--- src/sv/tccw_pkg.sv ---
// Shared types, codes and constants of the text console character writer.
// No dependencies; every other file of the block but tccw_ram refers to this package.
`timescale 1ns / 1ps

package tccw_pkg;

  localparam int unsigned CURSOR_W = 11;
  localparam int unsigned INDEX_W  = 11;
  localparam int unsigned CELL_W   = 16;
  localparam int unsigned COLOR_W  = 4;
  localparam int unsigned CHAR_W   = 8;
  localparam int unsigned REG_IDX_W = 2;

  localparam int unsigned TAB_STEP = 8;

  localparam logic [CHAR_W-1:0] CHAR_BACKSPACE = 8'd8;
  localparam logic [CHAR_W-1:0] CHAR_TAB       = 8'd9;
  localparam logic [CHAR_W-1:0] CHAR_NEWLINE   = 8'd10;
  localparam logic [CHAR_W-1:0] CHAR_RETURN    = 8'd13;
  localparam logic [CHAR_W-1:0] CHAR_SPACE     = 8'd32;
  localparam logic [CHAR_W-1:0] CHAR_BLANK     = 8'd0;

  localparam logic [REG_IDX_W-1:0] REG_NORMAL_FG  = 2'd0;
  localparam logic [REG_IDX_W-1:0] REG_ERASE_FG   = 2'd1;
  localparam logic [REG_IDX_W-1:0] REG_BACK_COLOR = 2'd2;

  localparam logic [COLOR_W-1:0] RESET_NORMAL_FG  = 4'd7;
  localparam logic [COLOR_W-1:0] RESET_ERASE_FG   = 4'd15;
  localparam logic [COLOR_W-1:0] RESET_BACK_COLOR = 4'd0;

  typedef enum logic [1:0] {
    CMD_PUT   = 2'd0,
    CMD_CLEAR = 2'd1,
    CMD_READ  = 2'd2
  } cmd_e;

  typedef enum logic [2:0] {
    OP_PRINT     = 3'd0,
    OP_NEWLINE   = 3'd1,
    OP_RETURN    = 3'd2,
    OP_TAB       = 3'd3,
    OP_BACKSPACE = 3'd4,
    OP_CLEAR     = 3'd5,
    OP_READ      = 3'd6,
    OP_NOP       = 3'd7
  } op_kind_e;

  typedef struct packed {
    logic [1:0]          cmd;
    logic [CHAR_W-1:0]   char_code;
    logic [COLOR_W-1:0]  clear_fg;
    logic [COLOR_W-1:0]  clear_bg;
    logic [INDEX_W-1:0]  cell_index;
  } in_word_t;

  typedef struct packed {
    logic [CURSOR_W-1:0] cursor;
    logic [CELL_W-1:0]   cell_data;
  } out_word_t;

  typedef struct packed {
    op_kind_e            kind;
    logic [CHAR_W-1:0]   char_code;
    logic [COLOR_W-1:0]  clear_fg;
    logic [COLOR_W-1:0]  clear_bg;
    logic [INDEX_W-1:0]  cell_index;
    logic                read_ok;
  } op_t;

  typedef struct packed {
    logic [COLOR_W-1:0] normal_fg;
    logic [COLOR_W-1:0] erase_fg;
    logic [COLOR_W-1:0] back_color;
  } cfg_t;

  function automatic logic [CELL_W-1:0] make_cell(logic [CHAR_W-1:0] ch,
                                                  logic [COLOR_W-1:0] fg,
                                                  logic [COLOR_W-1:0] bg);
    return {bg, fg, ch};
  endfunction

endpackage

--- src/sv/tccw_queue.sv ---
// Two-entry operation queue between the front end and the back end.
// Depends on tccw_pkg.
`timescale 1ns / 1ps

module tccw_queue (
  input  logic          clk_i,
  input  logic          rst_ni,
  input  logic          push_valid_i,
  output logic          push_ready_o,
  input  tccw_pkg::op_t push_op_i,
  output logic          pop_valid_o,
  input  logic          pop_i,
  output tccw_pkg::op_t pop_op_o
);

  localparam int unsigned Depth = 2;
  localparam int unsigned PtrW  = $clog2(Depth);
  localparam int unsigned CntW  = $clog2(Depth + 1);

  tccw_pkg::op_t   slot_q [Depth];
  logic [PtrW-1:0] wr_ptr_q, wr_ptr_d;
  logic [PtrW-1:0] rd_ptr_q, rd_ptr_d;
  logic [CntW-1:0] count_q, count_d;
  logic            push, pop;

  assign push_ready_o = count_q != CntW'(Depth);
  assign pop_valid_o  = count_q != '0;
  assign push         = push_valid_i && push_ready_o;
  assign pop          = pop_i && pop_valid_o;
  assign pop_op_o     = slot_q[rd_ptr_q];

  always_comb begin
    wr_ptr_d = wr_ptr_q;
    rd_ptr_d = rd_ptr_q;
    count_d  = count_q;
    if (push) begin
      wr_ptr_d = (wr_ptr_q == PtrW'(Depth - 1)) ? '0 : wr_ptr_q + PtrW'(1);
    end
    if (pop) begin
      rd_ptr_d = (rd_ptr_q == PtrW'(Depth - 1)) ? '0 : rd_ptr_q + PtrW'(1);
    end
    if (push && !pop) begin
      count_d = count_q + CntW'(1);
    end else if (pop && !push) begin
      count_d = count_q - CntW'(1);
    end
  end

  always_ff @(posedge clk_i or negedge rst_ni) begin
    if (!rst_ni) begin
      wr_ptr_q <= '0;
      rd_ptr_q <= '0;
      count_q  <= '0;
    end else begin
      wr_ptr_q <= wr_ptr_d;
      rd_ptr_q <= rd_ptr_d;
      count_q  <= count_d;
    end
  end

  always_ff @(posedge clk_i) begin
    if (push) begin
      slot_q[wr_ptr_q] <= push_op_i;
    end
  end

endmodule

--- config.mk ---
export PLATFORM = sky130hd
export DESIGN_NAME = tccw_queue
export DESIGN_NICKNAME = d
export VERILOG_FILES = /design/src/sv/tccw_pkg.sv /design/src/sv/tccw_queue.sv
export SDC_FILE = /design/constraint.sdc
export NUM_CORES = 1
export LEC_CHECK = 0
export BUFFER_PORTS_ARGS = -buffer_cell sky130_fd_sc_hd__buf_4
export CORE_MARGIN = 2
export CORE_UTILIZATION = 58
export CTS_BUF_LIST = sky130_fd_sc_hd__clkbuf_8
export CTS_CLUSTER_SIZE = 14
export DETAILED_ROUTE_END_ITERATION = 7
export HOLD_SLACK_MARGIN = 0.05
export PLACE_DENSITY_LB_ADDON = 0.3
export SLEW_MARGIN = 20
export SYNTH_ARGS = -nofsm -noshare
export SYNTH_HDL_FRONTEND = slang
export SYNTH_SLANG_ARGS = --single-unit
--- constraint.sdc ---
create_clock -name clk_i -period 5.7 [get_ports clk_i]
set_input_delay 0.285 -clock clk_i [delete_from_list [all_inputs] [get_ports clk_i]]
set_output_delay 0.285 -clock clk_i [all_outputs]
set_load 0.01 [all_outputs]
==> results.cfg <==
[status]
status = finished clean

[cts]
cts_hold_buf = 1
ctsResizeCount = 0
post-cts-setup-buffers = 0
cts-buffers-inserted = 9
htree_levels = 3
clk_path_buf_depth = 2
cts_root_buf = clkbuf_8
cts_tree = yes
path_clk_slew_ns = 0.07
cts.sinks = 66
insertion_delay_ns = 0.33

[floorplanning]
start_util_pct = 59.8
die_w_um = 70.8
core_um2 = 4320
die-area_um2 = 5010
io_pins = 68
std_cell_rows = 24
fp.dieH_um = 70.8

[run]
drv_cap = 0

[placed_design]
placed_cell_area_um2 = 3100
dpl.cell_count = 231
port_buffers = 67
hpwl_um = 2840
place_congestion = 0.686
pre_cts_slack_ns = 3.81

[finish]
fin_cells = 247
regArea_um2 = 1960
syn2layout_area_growth_pct = 26.0
multi_input_area_um2 = 558
layout-drive-gt1-share_pct = 58.5
num_antenna_cells = 0
fin_area_um2 = 3260
nNetsFinal = 227
fillers = 255

[route]
drc = 0
first_iter_violations = 63
ant_nets = 0
routedWlPerCell_um = 16.7
vias = 1261
totalWireLength_um = 4120
dr.pass1.iters = 4
viasPerCell = 5.11

[sta]
hold_viol_final = 0
fmax_mhz = 452
period_share_pct = 38.8
min_period_ns = 2.21
rsz0062_at_grt = no
maxSlewViolCount = 0
worst_pin_slew_ns = 1.01
finalSetupViolCount = 0
relSlewSlack_pct = 33.0
finClkSkew_ns = 0.00907
finalSetupTns_ns = 0
fin_ws_ns = 3.49

[power]
power_w = 0.00161
comb_power_share_pct = 33.9
leakagePower_nw = 1.33
pwr-share-seq_pct = 47.4
ir_drop_v = 0.000515
p_switching_w = 0.000462
p_sw_share_pct = 28.7
p_int_w = 0.00115
p_per_area_nw_per_um2 = 495
pwr-share-clk_pct = 18.7

[logic_synthesis]
synthAdderAreaFrac_pct = 0.484
netlist_area_um2 = 2590
synth_compound_area_share_pct = 0
ys_seq_area_share_pct = 75.8
synth_cell_type_count = 16
synth-seq-cells = 66
synth_nets = 151
synth_top_family_by_area = multiplexers
synth-xor-area-share_pct = 1.69
synth_area_per_cell_um2 = 22.5
synth-simple-area-share_pct = 1.40
synth.top_cell.area_share_pct = 72.0
synthMuxAreaShare_pct = 17.7
netlist_top_cells_area = edfxtp_1 72%, mux2_4 17%, dfrtp_1 3.9%, buf_12 2.3%, xnor2_1 1.0%
synth_top_area_cell = edfxtp_1
syn_inst = 115
ys.warnings.count = 0

[setup_path]
crit_start = rd_ptr_q
criticalPathCategory = reg2out
endpoint = pop_op_o[10]
crit_path_top_delay_cell = dfrtp_2
timing.rr.end = slot_q[1][20]
crit_family = flip-flops
r2r_slack_ns = 3.80
critPathCaptureType = output pin
ff2ff_path_depth = 3
r2r-start = count_q[0]
required_ns = 5.41
arrival_ns = 1.93
crit_cells = 2
crit_buf_inv = 1
worstSetupStartpointType = flip-flop
slowest_delay_ns = 1.03
worstPathMaxFanout = 32
crit_path_cell_trace = mux2_2, buf_4

[global_route]
grt_overflow = 0
grt_pass1_wl_um = 6390
antenna_found_initial = 0
grt_util_all_layers_pct = 17.6
grt_max_degree = 33
grt_pass1_vias = 1326

[worst_hold_path]
hold_class = in2reg
[power groups by stage]
stage	Combinational [W]	Sequential [W]	Clock, W
after floorplan	0.000429	0.000704	0
after global placement	0.000539	0.000765	0
after detailed placement	0.000553	0.000777	0
after CTS	0.000557	0.000768	0.000307
after global routing	0.000580	0.000779	0.000330
final	0.000547	0.000765	0.000301
[flip-flops by register name, indices dropped and copies added (netlist names)]
signal and count:
count_q 2, rd_ptr_q 1, slot_q 62, wr_ptr_q 1
[Yosys cell counts, drive strengths merged]
| library cell | count |
|---|---|
| and3 | 1 |
| buf | 4 |
| dfrtp | 4 |
| edfxtp | 62 |
| ha | 1 |
| inv | 1 |
| mux2 | 31 |
| nand2 | 2 |
| nand2b | 1 |
| nor2 | 2 |
| or2 | 1 |
| xnor2 | 3 |
| xor2 | 2 |
[cell type report]
cell class                      instances  share of cell area, %
Multi-Input combinational cell         44                   17.1
Sequential cell                        66                   60.2
Timing Repair Buffer                   69                   16.0
Tap cell                               52                   2.00
Inverter                                1                  0.115
Clock buffer                            9                   3.80
Clock inverter                          6                  0.806
[kinds of logic (layout without fill, tap and decap cells)]
kind of cell             count (synthesis)  in the layout
XOR/XNOR                                 5              5
flip-flops                              66             66
buffers and inverters                    5             85
adder cells (fa/ha/maj)                  1              1
multiplexers                            31             31
AND/OR/NAND/NOR                          7              7
[routing by layer]
layer	track usage (%)	wire, um	vias to the layer above
li1	-	-	593
met5	0	0	-
met4	9.43	76	0
met3	5.56	235	7
met2	30.2	2260	44
met1	19.7	1550	617
[stage by stage]
step / hold WS (ns) / utilization, %
2_1_floorplan: -0.0106 / -
3_3_place_gp: 0.0815 / 71.7
3_5_place_dp: 0.0845 / 71.7
4_1_cts: 0.131 / 75.4
5_1_grt: 0.122 / 75.4
6_report: 0.140 / 75.4
[placed cells by master, fill, tap and decap left out, types with 2 or more instances in the layout]
cell and count:
dfrtp_1 3, clkinv_1 2, edfxtp_1 62, buf_4 68, xnor2_1 3, clkbuf_8 9
inv_1 2, mux2_4 29, clkinv_2 3, xor2_1 2, mux2_2 2
[worst min path at each step]
stage | start | endpoint | slack [ns] | cells past startpoint
6_report | push_op_i[12] | slot_q[0][12] | 0.14 | 1
5_1_grt | push_op_i[12] | slot_q[1][12] | 0.12 | 1
4_1_cts | push_op_i[26] | slot_q[1][26] | 0.13 | 1
3_5_place_dp | rst_ni | count_q[1] | 0.08 | 1
3_3_place_gp | rst_ni | count_q[0] | 0.08 | 1
2_1_floorplan | rst_ni | count_q[0] | -0.01 | 0
Power figures use the tool's default switching activity.
