==> config.mk <==
export PLATFORM = sky130hd
export DESIGN_NAME = tccw_front
export DESIGN_NICKNAME = d
export VERILOG_FILES = /design/src/sv/tccw_pkg.sv /design/src/sv/tccw_front.sv
export SDC_FILE = /design/constraint.sdc
export NUM_CORES = 1
export LEC_CHECK = 0
export ABC_AREA = 1
export CAP_MARGIN = 0
export CORE_AREA = 2 2 39 41
export DETAILED_ROUTE_END_ITERATION = 7
export DIE_AREA = 0 0 41 43
export DONT_BUFFER_PORTS = 1
export PLACE_DENSITY = 0.49
export REMOVE_ABC_BUFFERS = 1
export SYNTH_ARGS = -nofsm -noshare
export SYNTH_HDL_FRONTEND = slang
export SYNTH_SLANG_ARGS = --single-unit
==> constraint.sdc <==
create_clock -name vclk -period 1.31
set_input_delay 0.262 -clock vclk [all_inputs]
set_output_delay 0.262 -clock vclk [all_outputs]
set_load 0.02 [all_outputs]
==> src/sv/tccw_pkg.sv <==
// Shared types, codes and constants of the text console character writer.
// No dependencies; every other file of the block but tccw_ram refers to this package.
`timescale 1ns / 1ps

package tccw_pkg;

  localparam int unsigned CURSOR_W = 11;
  localparam int unsigned INDEX_W  = 11;
  localparam int unsigned CELL_W   = 16;
  localparam int unsigned COLOR_W  = 4;
  localparam int unsigned CHAR_W   = 8;
  localparam int unsigned REG_IDX_W = 2;

  localparam int unsigned TAB_STEP = 8;

  localparam logic [CHAR_W-1:0] CHAR_BACKSPACE = 8'd8;
  localparam logic [CHAR_W-1:0] CHAR_TAB       = 8'd9;
  localparam logic [CHAR_W-1:0] CHAR_NEWLINE   = 8'd10;
  localparam logic [CHAR_W-1:0] CHAR_RETURN    = 8'd13;
  localparam logic [CHAR_W-1:0] CHAR_SPACE     = 8'd32;
  localparam logic [CHAR_W-1:0] CHAR_BLANK     = 8'd0;

  localparam logic [REG_IDX_W-1:0] REG_NORMAL_FG  = 2'd0;
  localparam logic [REG_IDX_W-1:0] REG_ERASE_FG   = 2'd1;
  localparam logic [REG_IDX_W-1:0] REG_BACK_COLOR = 2'd2;

  localparam logic [COLOR_W-1:0] RESET_NORMAL_FG  = 4'd7;
  localparam logic [COLOR_W-1:0] RESET_ERASE_FG   = 4'd15;
  localparam logic [COLOR_W-1:0] RESET_BACK_COLOR = 4'd0;

  typedef enum logic [1:0] {
    CMD_PUT   = 2'd0,
    CMD_CLEAR = 2'd1,
    CMD_READ  = 2'd2
  } cmd_e;

  typedef enum logic [2:0] {
    OP_PRINT     = 3'd0,
    OP_NEWLINE   = 3'd1,
    OP_RETURN    = 3'd2,
    OP_TAB       = 3'd3,
    OP_BACKSPACE = 3'd4,
    OP_CLEAR     = 3'd5,
    OP_READ      = 3'd6,
    OP_NOP       = 3'd7
  } op_kind_e;

  typedef struct packed {
    logic [1:0]          cmd;
    logic [CHAR_W-1:0]   char_code;
    logic [COLOR_W-1:0]  clear_fg;
    logic [COLOR_W-1:0]  clear_bg;
    logic [INDEX_W-1:0]  cell_index;
  } in_word_t;

  typedef struct packed {
    logic [CURSOR_W-1:0] cursor;
    logic [CELL_W-1:0]   cell_data;
  } out_word_t;

  typedef struct packed {
    op_kind_e            kind;
    logic [CHAR_W-1:0]   char_code;
    logic [COLOR_W-1:0]  clear_fg;
    logic [COLOR_W-1:0]  clear_bg;
    logic [INDEX_W-1:0]  cell_index;
    logic                read_ok;
  } op_t;

  typedef struct packed {
    logic [COLOR_W-1:0] normal_fg;
    logic [COLOR_W-1:0] erase_fg;
    logic [COLOR_W-1:0] back_color;
  } cfg_t;

  function automatic logic [CELL_W-1:0] make_cell(logic [CHAR_W-1:0] ch,
                                                  logic [COLOR_W-1:0] fg,
                                                  logic [COLOR_W-1:0] bg);
    return {bg, fg, ch};
  endfunction

endpackage

==> src/sv/tccw_front.sv <==
// Front end: takes input words and classifies them into screen operations.
// Depends on tccw_pkg.
`timescale 1ns / 1ps

module tccw_front #(
  parameter int unsigned COLUMNS = 80,
  parameter int unsigned ROWS    = 25
) (
  input  logic               in_valid_i,
  output logic               in_ready_o,
  input  tccw_pkg::in_word_t in_word_i,
  output logic               push_valid_o,
  input  logic               push_ready_i,
  output tccw_pkg::op_t      push_op_o
);

  localparam int unsigned CellCount = COLUMNS * ROWS;

  assign in_ready_o   = push_ready_i;
  assign push_valid_o = in_valid_i;

  always_comb begin
    push_op_o.char_code  = in_word_i.char_code;
    push_op_o.clear_fg   = in_word_i.clear_fg;
    push_op_o.clear_bg   = in_word_i.clear_bg;
    push_op_o.cell_index = in_word_i.cell_index;
    push_op_o.read_ok    = 32'(in_word_i.cell_index) < CellCount;
    unique case (in_word_i.cmd)
      tccw_pkg::CMD_PUT: begin
        unique case (in_word_i.char_code)
          tccw_pkg::CHAR_NEWLINE:   push_op_o.kind = tccw_pkg::OP_NEWLINE;
          tccw_pkg::CHAR_RETURN:    push_op_o.kind = tccw_pkg::OP_RETURN;
          tccw_pkg::CHAR_TAB:       push_op_o.kind = tccw_pkg::OP_TAB;
          tccw_pkg::CHAR_BACKSPACE: push_op_o.kind = tccw_pkg::OP_BACKSPACE;
          default:                  push_op_o.kind = tccw_pkg::OP_PRINT;
        endcase
      end
      tccw_pkg::CMD_CLEAR: push_op_o.kind = tccw_pkg::OP_CLEAR;
      tccw_pkg::CMD_READ:  push_op_o.kind = tccw_pkg::OP_READ;
      default:             push_op_o.kind = tccw_pkg::OP_NOP;
    endcase
  end

endmodule

==> results of run 1 <==
## how the worst max path moves through the flow
| stage | slack [ps] | startpoint | to | depth (start not counted) |
|---|---|---|---|---|
| after floorplan | 100 | in_word_i[27] | push_op_o[28] | 8 |
| after global placement | 30 | in_word_i[27] | push_op_o[28] | 8 |
| after detailed placement | 10 | in_word_i[27] | push_op_o[28] | 8 |
| after CTS | 10 | in_word_i[27] | push_op_o[28] | 8 |
| after global routing | 9 | in_word_i[28] | push_op_o[28] | 8 |
| final | 80 | in_word_i[27] | push_op_o[28] | 8 |
## through the flow
stage	instance area (um2)	setup WS, ps	power, mW	std cells
2_1_floorplan	143	95.9	0.0340	28
3_3_place_gp	163	26.2	0.0385	44
3_5_place_dp	163	14.3	0.0388	44
4_1_cts	163	11.9	0.0390	44
5_1_grt	170	9.13	0.0467	44
6_report	170	79.4	0.0406	44
## cell usage in the layout, fill, tap and decap left out
cell,instances
nand3_1,1
inv_1,5
o21ai_1,1
ha_1,1
nand4_1,1
nand2_1,8
nand2_2,2
nor2_2,1
ha_2,1
and3_1,1
xor2_1,1
nor2_1,4
o2111ai_1,1
## synth_stat cells
cell type	n	area share, %
buf_4	29	60
inv_1	5	5.2
nand2_1	10	10
nand3_1	1	1.4
ha_1	2	6.9
o2111ai_1	1	2.4
nor2_2	1	1.7
nor2_1	4	4.2
xor2_1	1	2.4
and3_1	1	1.7
o21ai_0	1	1.4
nand4_1	1	1.7
## per-layer routing
layer	vias up	GRT usage, %	part of all wire [%]
met2	27	6.56	35
met1	81	6.96	36
met3	0	13.1	28
li1	88	-	-
met4	0	0	0
met5	-	0	0
## power breakdown
| group | leakage (nW) | internal (mW) | switching (mW) | total (mW) |
|---|---|---|---|---|
| Clock | 0 | 0 | 0 | 0 |
| Sequential | 0 | 0 | 0 | 0 |
| Combinational | 0.0822 | 0.0130 | 0.0276 | 0.0406 |
## cell type report
| type | count | area [um2] | share of cell area (%) |
|---|---|---|---|
| Inverter | 5 | 18.8 | 11.0 |
| Multi-Input combinational cell | 23 | 131 | 77.2 |
| Tap cell | 16 | 20.0 | 11.8 |
## cells by family after synthesis
logic type	after synthesis	share of synthesized area, %
xor+xnor	1	2.43
simple gates	18	21.2
buf+inv	34	65.6
compound gates	2	3.82
fa+ha+maj	2	6.94
## what timing repair did
action,4_1_cts,5_1_grt
gates resized for setup,0,4
endpoints found under the setup margin,0,2
endpoints found under the hold margin,0,0
==> results_dict.tcl, run 1 <==
set metrics [dict create \
    status "complete, no violations" \
    wl_um 631 \
    drive_gt1_share_pct 14.3 \
    whs_ps 524 \
    vias 196 \
    syn_inst 57 \
    critPathTopFamily "simple AND/OR/NAND/NOR gates" \
    grt_overflow 0 \
    fmax_mhz 813 \
    ios 64 \
    antenna_cells 0 \
    die_w_um 41 \
    maxSlewHeadroom_pct 67.5 \
    holdPathEnd "push_op_o[21]" \
    path_class "input pin to output port" \
    arrival_ps 970 \
    hold_viol_final 0 \
    end_kind "output port" \
    vias_per_cell 4.45 \
    yosys_warnings 0 \
    setup_viol 0 \
    peakVddDrop_mv 0.0418 \
    cpPeakStageDelay_ps 180 \
    drc 0 \
    drtIter0Drc 0 \
    critical_path_buf_inv_count 1 \
    maxSlewViolCount 0 \
    rsz0062_at_grt "false" \
    initial_utilization_pct 26.0 \
    path_cells "inv_1 > ha_2 > nand3_1 > nor2_2 > nand2_1 > nand2_1 > nand2_1 > nand2_2" \
    io_buffers 0 \
    path_max_fanout 3 \
    grt.total_usage_pct 6.79 \
    clkbuf_count 0 \
    cts-hold-fix-buffers 0 \
    min_from "in_word_i[20]" \
    tightest_slew_ps 487 \
    grt_pass1_wl_um 848 \
    required_ps 1050 \
    die_h_um 43 \
    first_pass_iters 1 \
    nFlopsAndLatches 0 \
    syn_avg_cell_area_um2 6.32 \
    hold_depth 0 \
    p_per_area_nw_per_um2 239 \
    hp-class "input pin to output port" \
    synth.distinct_cells 12 \
    tns_ps 0 \
    core-area_um2 1380 \
    start_kind "input pin" \
    placementRows 14 \
    synthesis.area_um2 360 \
    wire_per_inst_um 14.3 \
    nFillCells 169 \
    die_area_um2 1760 \
    area_delta_synth_final_pct -52.8 \
    gp_congestion 0.630 \
    p_leak_nw 0.0822 \
    crit_slowest_cell "ha_2" \
    drv_cap 0 \
    cpMostUsedCell "nand2_1" \
    antenna_found_initial 0 \
    nNetsFinal 63 \
    ant_nets 0 \
    postLayoutCoreUtil_pct 12.3 \
    period_share_pct 93.9 \
    yosysSeqAreaShare_pct 0 \
    seq_area_um2 0 \
    cts_setup_buffers 0 \
    grt_pass1_vias 186 \
    period_needed_ps 1230 \
    grt_max_degree 5 \
]
No activity file was read; power rests on OpenSTA's default activity.
==> run 2: changes to the inputs <==
Clock period 1.31 ns to 1.2 ns, I/O delays scaled along.
==> results_dict.tcl, run 2 (synthesized netlist as in run 1, its figures left out) <==
set metrics [dict create \
    peakVddDrop_mv 0.0447 \
    die_area_um2 1760 \
    hold_viol_final 0 \
    path_max_fanout 3 \
    seq_area_um2 0 \
    p_int_mw 0.0169 \
    ios 64 \
    grt_overflow 0 \
    clkbuf_count 0 \
    hp-class "input pin to output port" \
    postLayoutCoreUtil_pct 13.9 \
    drive_gt1_share_pct 27.6 \
    nFillCells 165 \
    fmax_mhz 900 \
    grt_max_degree 5 \
    p_seq_share_pct 0 \
    drc 0 \
    io_buffers 0 \
    nFlopsAndLatches 0 \
    cts-hold-fix-buffers 0 \
    final_cell_mix "8 x nand2_1, 4 x nor2_1, 3 x inv_1, 2 x inv_2, 2 x nand2_2" \
    die_h_um 43 \
    grt_pass1_vias 172 \
    setup_viol 0 \
    tns_ps 0 \
    maxSlewViolCount 0 \
    nNetsFinal 64 \
    drv_cap 0 \
    switching_power_mw 0.0324 \
    grt_pass1_wl_um 814 \
    core-area_um2 1380 \
    drtIter0Drc 0 \
    die_w_um 41 \
    swShare_pct 65.7 \
    required_ps 960 \
    comb_power_share_pct 100.0 \
    path_class "input pin to output port" \
    ant_nets 0 \
    end_kind "output port" \
    period_share_pct 92.6 \
    antenna_found_initial 0 \
    antenna_cells 0 \
    placementRows 14 \
    vias 202 \
    wl_um 672 \
    status "complete, no violations" \
    p_per_area_nw_per_um2 256 \
    arrival_ps 870 \
    area_delta_synth_final_pct -46.5 \
    grt.total_usage_pct 6.39 \
    first_pass_iters 1 \
    rsz0062_at_grt "false" \
    wire_per_inst_um 14.9 \
    final_common_cell "nand2_1" \
    p_leak_nw 0.0864 \
    gp_congestion 0.649 \
    tightest_slew_ps 209 \
    start_kind "input pin" \
    maxSlewHeadroom_pct 86.0 \
    initial_utilization_pct 26.0 \
    multiInputGateArea_um2 146 \
    vias_per_cell 4.49 \
    total_power_mw 0.0493 \
    period_needed_ps 1110 \
    clkPwrFrac_pct 0 \
    cts_setup_buffers 0 \
]
run 2: final timing paths:
path | startpoint | end | slack, ps | cells past startpoint
worst max-delay path | in_word_i[28] | push_op_o[28] | 90 | 8
worst min-delay path | in_word_i[21] | push_op_o[22] | 480 | 0
run 2: what timing repair did:
action	CTS	global route
gates resized for setup	1	7
setup endpoints to repair	1	3
pin swaps	0	3
gates cloned	0	0
hold endpoints to repair	0	0
run 2: metal layers:
metal / vias to the layer above / track usage (%) / wire, um
li1: 90 / - / -
met1: 85 / 7.28 / 272
met2: 27 / 6.25 / 243
met3: 0 / 11.0 / 157
met4: 0 / 0 / 0
met5: - / 0 / 0
run 2: power groups by stage:
stage	combinational (mW)	clock, mW	sequential [mW]
3_3_place_gp	0.0425	0	0
4_1_cts	0.0438	0	0
2_1_floorplan	0.0371	0	0
5_1_grt	0.0566	0	0
3_5_place_dp	0.0423	0	0
6_report	0.0493	0	0
run 2: critical path, cell delays in order:
cell,delay [ps]
inv_2,60
ha_4,130
nand3_2,70
nor2_2,90
nand2_1,50
nand2_1,50
nand2_1,50
nand2_2,120
run 2: per-stage QoR:
step / hold WS (ps) / worst slack, ps / area (um2) / cells
floorplan: 480 / 29.9 / 143 / 28
global placement: 480 / -25.6 / 170 / 45
detailed placement: 480 / -24.7 / 170 / 45
CTS: 480 / 7.52 / 173 / 45
global route: 480 / 16.4 / 193 / 45
finish: 480 / 88.6 / 193 / 45
run 2: area by class of cell:
type               count  area share (%)
multi-input cells     23            76.0
well taps             16            10.4
inverters              5            9.74
repair buffers         1            3.90
==> run 3: changes to the inputs <==
Settings changed: CELL_PAD_IN_SITES_DETAIL_PLACEMENT set to 1, CELL_PAD_IN_SITES_GLOBAL_PLACEMENT set to 2, CORE_AREA 2 2 39 41 to unset, CORE_ASPECT_RATIO set to 0.9, CORE_UTILIZATION set to 25, DIE_AREA 0 0 41 43 to unset, PLACE_DENSITY 0.49 to 0.92.
==> results_dict.tcl, run 3 (synthesized netlist as in run 1, its figures left out) <==
set metrics [dict create \
    area_delta_synth_final_pct -45.8 \
    wire_per_inst_um 21.4 \
    nFillCells 169 \
    period_needed_ps 1100 \
    grt.total_usage_pct 11.1 \
    peakVddDrop_mv 0.0426 \
    first_pass_iters 2 \
    grt_overflow 0 \
    wl_met2_um 375 \
    dp.cells 43 \
    final_common_cell "nand2_1" \
    path_class "input pin to output port" \
    io_buffers 0 \
    nFlopsAndLatches 0 \
    wl_met1_um 227 \
    hold_viol_final 0 \
    antenna_cells 0 \
    tightest_slew_ps 212 \
    start_kind "input pin" \
    final_cell_area_um2 195 \
    gp_congestion 0.739 \
    cts_setup_buffers 0 \
    cts-hold-fix-buffers 0 \
    path_max_fanout 3 \
    hpwlAfterDp_um 861 \
    drtIter0Drc 2 \
    postPlaceCellArea_um2 168 \
    wl_um 919 \
    placementRows 12 \
    grt_pass1_vias 260 \
    setup_viol 0 \
    seq_area_um2 0 \
    antenna_found_initial 0 \
    required_ps 960 \
    p_per_area_nw_per_um2 263 \
    hp-class "input pin to output port" \
    drv_cap 0 \
    drc 0 \
    tns_ps 0 \
    ant_nets 0 \
    grt_pass1_wl_mm 1.31 \
    multiInputGateArea_um2 146 \
    rsz0062_at_grt "false" \
    die_area_um2 1600 \
    dp_worst_setup_slack_ps -38.8 \
    initial_utilization_pct 27.9 \
    core-area_um2 1290 \
    final_cell_mix "8 x nand2_1, 4 x nor2_1, 3 x inv_1, 2 x inv_4, 2 x nand2_2" \
    die_h_um 38.0 \
    whs_ps 480 \
    period_share_pct 91.6 \
    nNetsFinal 64 \
    ios 64 \
    top_layer_used "met3" \
    postLayoutCoreUtil_pct 15.1 \
    die_w_um 42.0 \
    total_power_mw 0.0513 \
    clkbuf_count 0 \
    fin_cells 43 \
    end_kind "output port" \
    status "complete, no violations" \
    finalWorstSetupSlack_ps 101 \
    arrival_ps 860 \
    maxSlewHeadroom_pct 85.8 \
    p_leak_nw 0.0869 \
    maxSlewViolCount 0 \
    grt_max_degree 5 \
    vias 226 \
    drive_gt1_share_pct 27.6 \
    fmax_mhz 910 \
    wl_met3_um 315 \
    vias_per_cell 5.26 \
]
## run 3: worst paths after layout
path                 startpoint  cells past startpoint       endpoint
setup / recovery  in_word_i[28]                      8  push_op_o[28]
hold / removal    in_word_i[20]                      0  push_op_o[21]
## run 3: per-layer routing
layer  up-vias  GRT usage, %
li1         90             -
met1        95          8.33
met2        41          15.2
met3         0          16.5
met4         0         0.781
met5         -          16.0
## run 3: report_power, final
group	switching [mW]	total [mW]	internal, mW
sequential	0	0	0
clock	0	0	0
combinational	0.0331	0.0513	0.0182
## run 3: critical path, cell delays in order
cell and delay [ps]:
inv_4 40, ha_4 130, nand3_2 70, nor2_2 90, nand2_1 60, nand2_1 60, nand2_1 50, nand2_2 120
## run 3: layout make-up
| type | instances | area share [%] |
|---|---|---|
| Tap cell | 14 | 8.97 |
| Timing Repair Buffer | 1 | 3.85 |
| Multi-Input combinational cell | 23 | 75.0 |
| Inverter | 5 | 12.2 |
## run 3: timing repair
item,CTS,global route
setup endpoints to repair,2,3
pin swaps,0,5
gates resized for setup,2,8
cloned,0,0
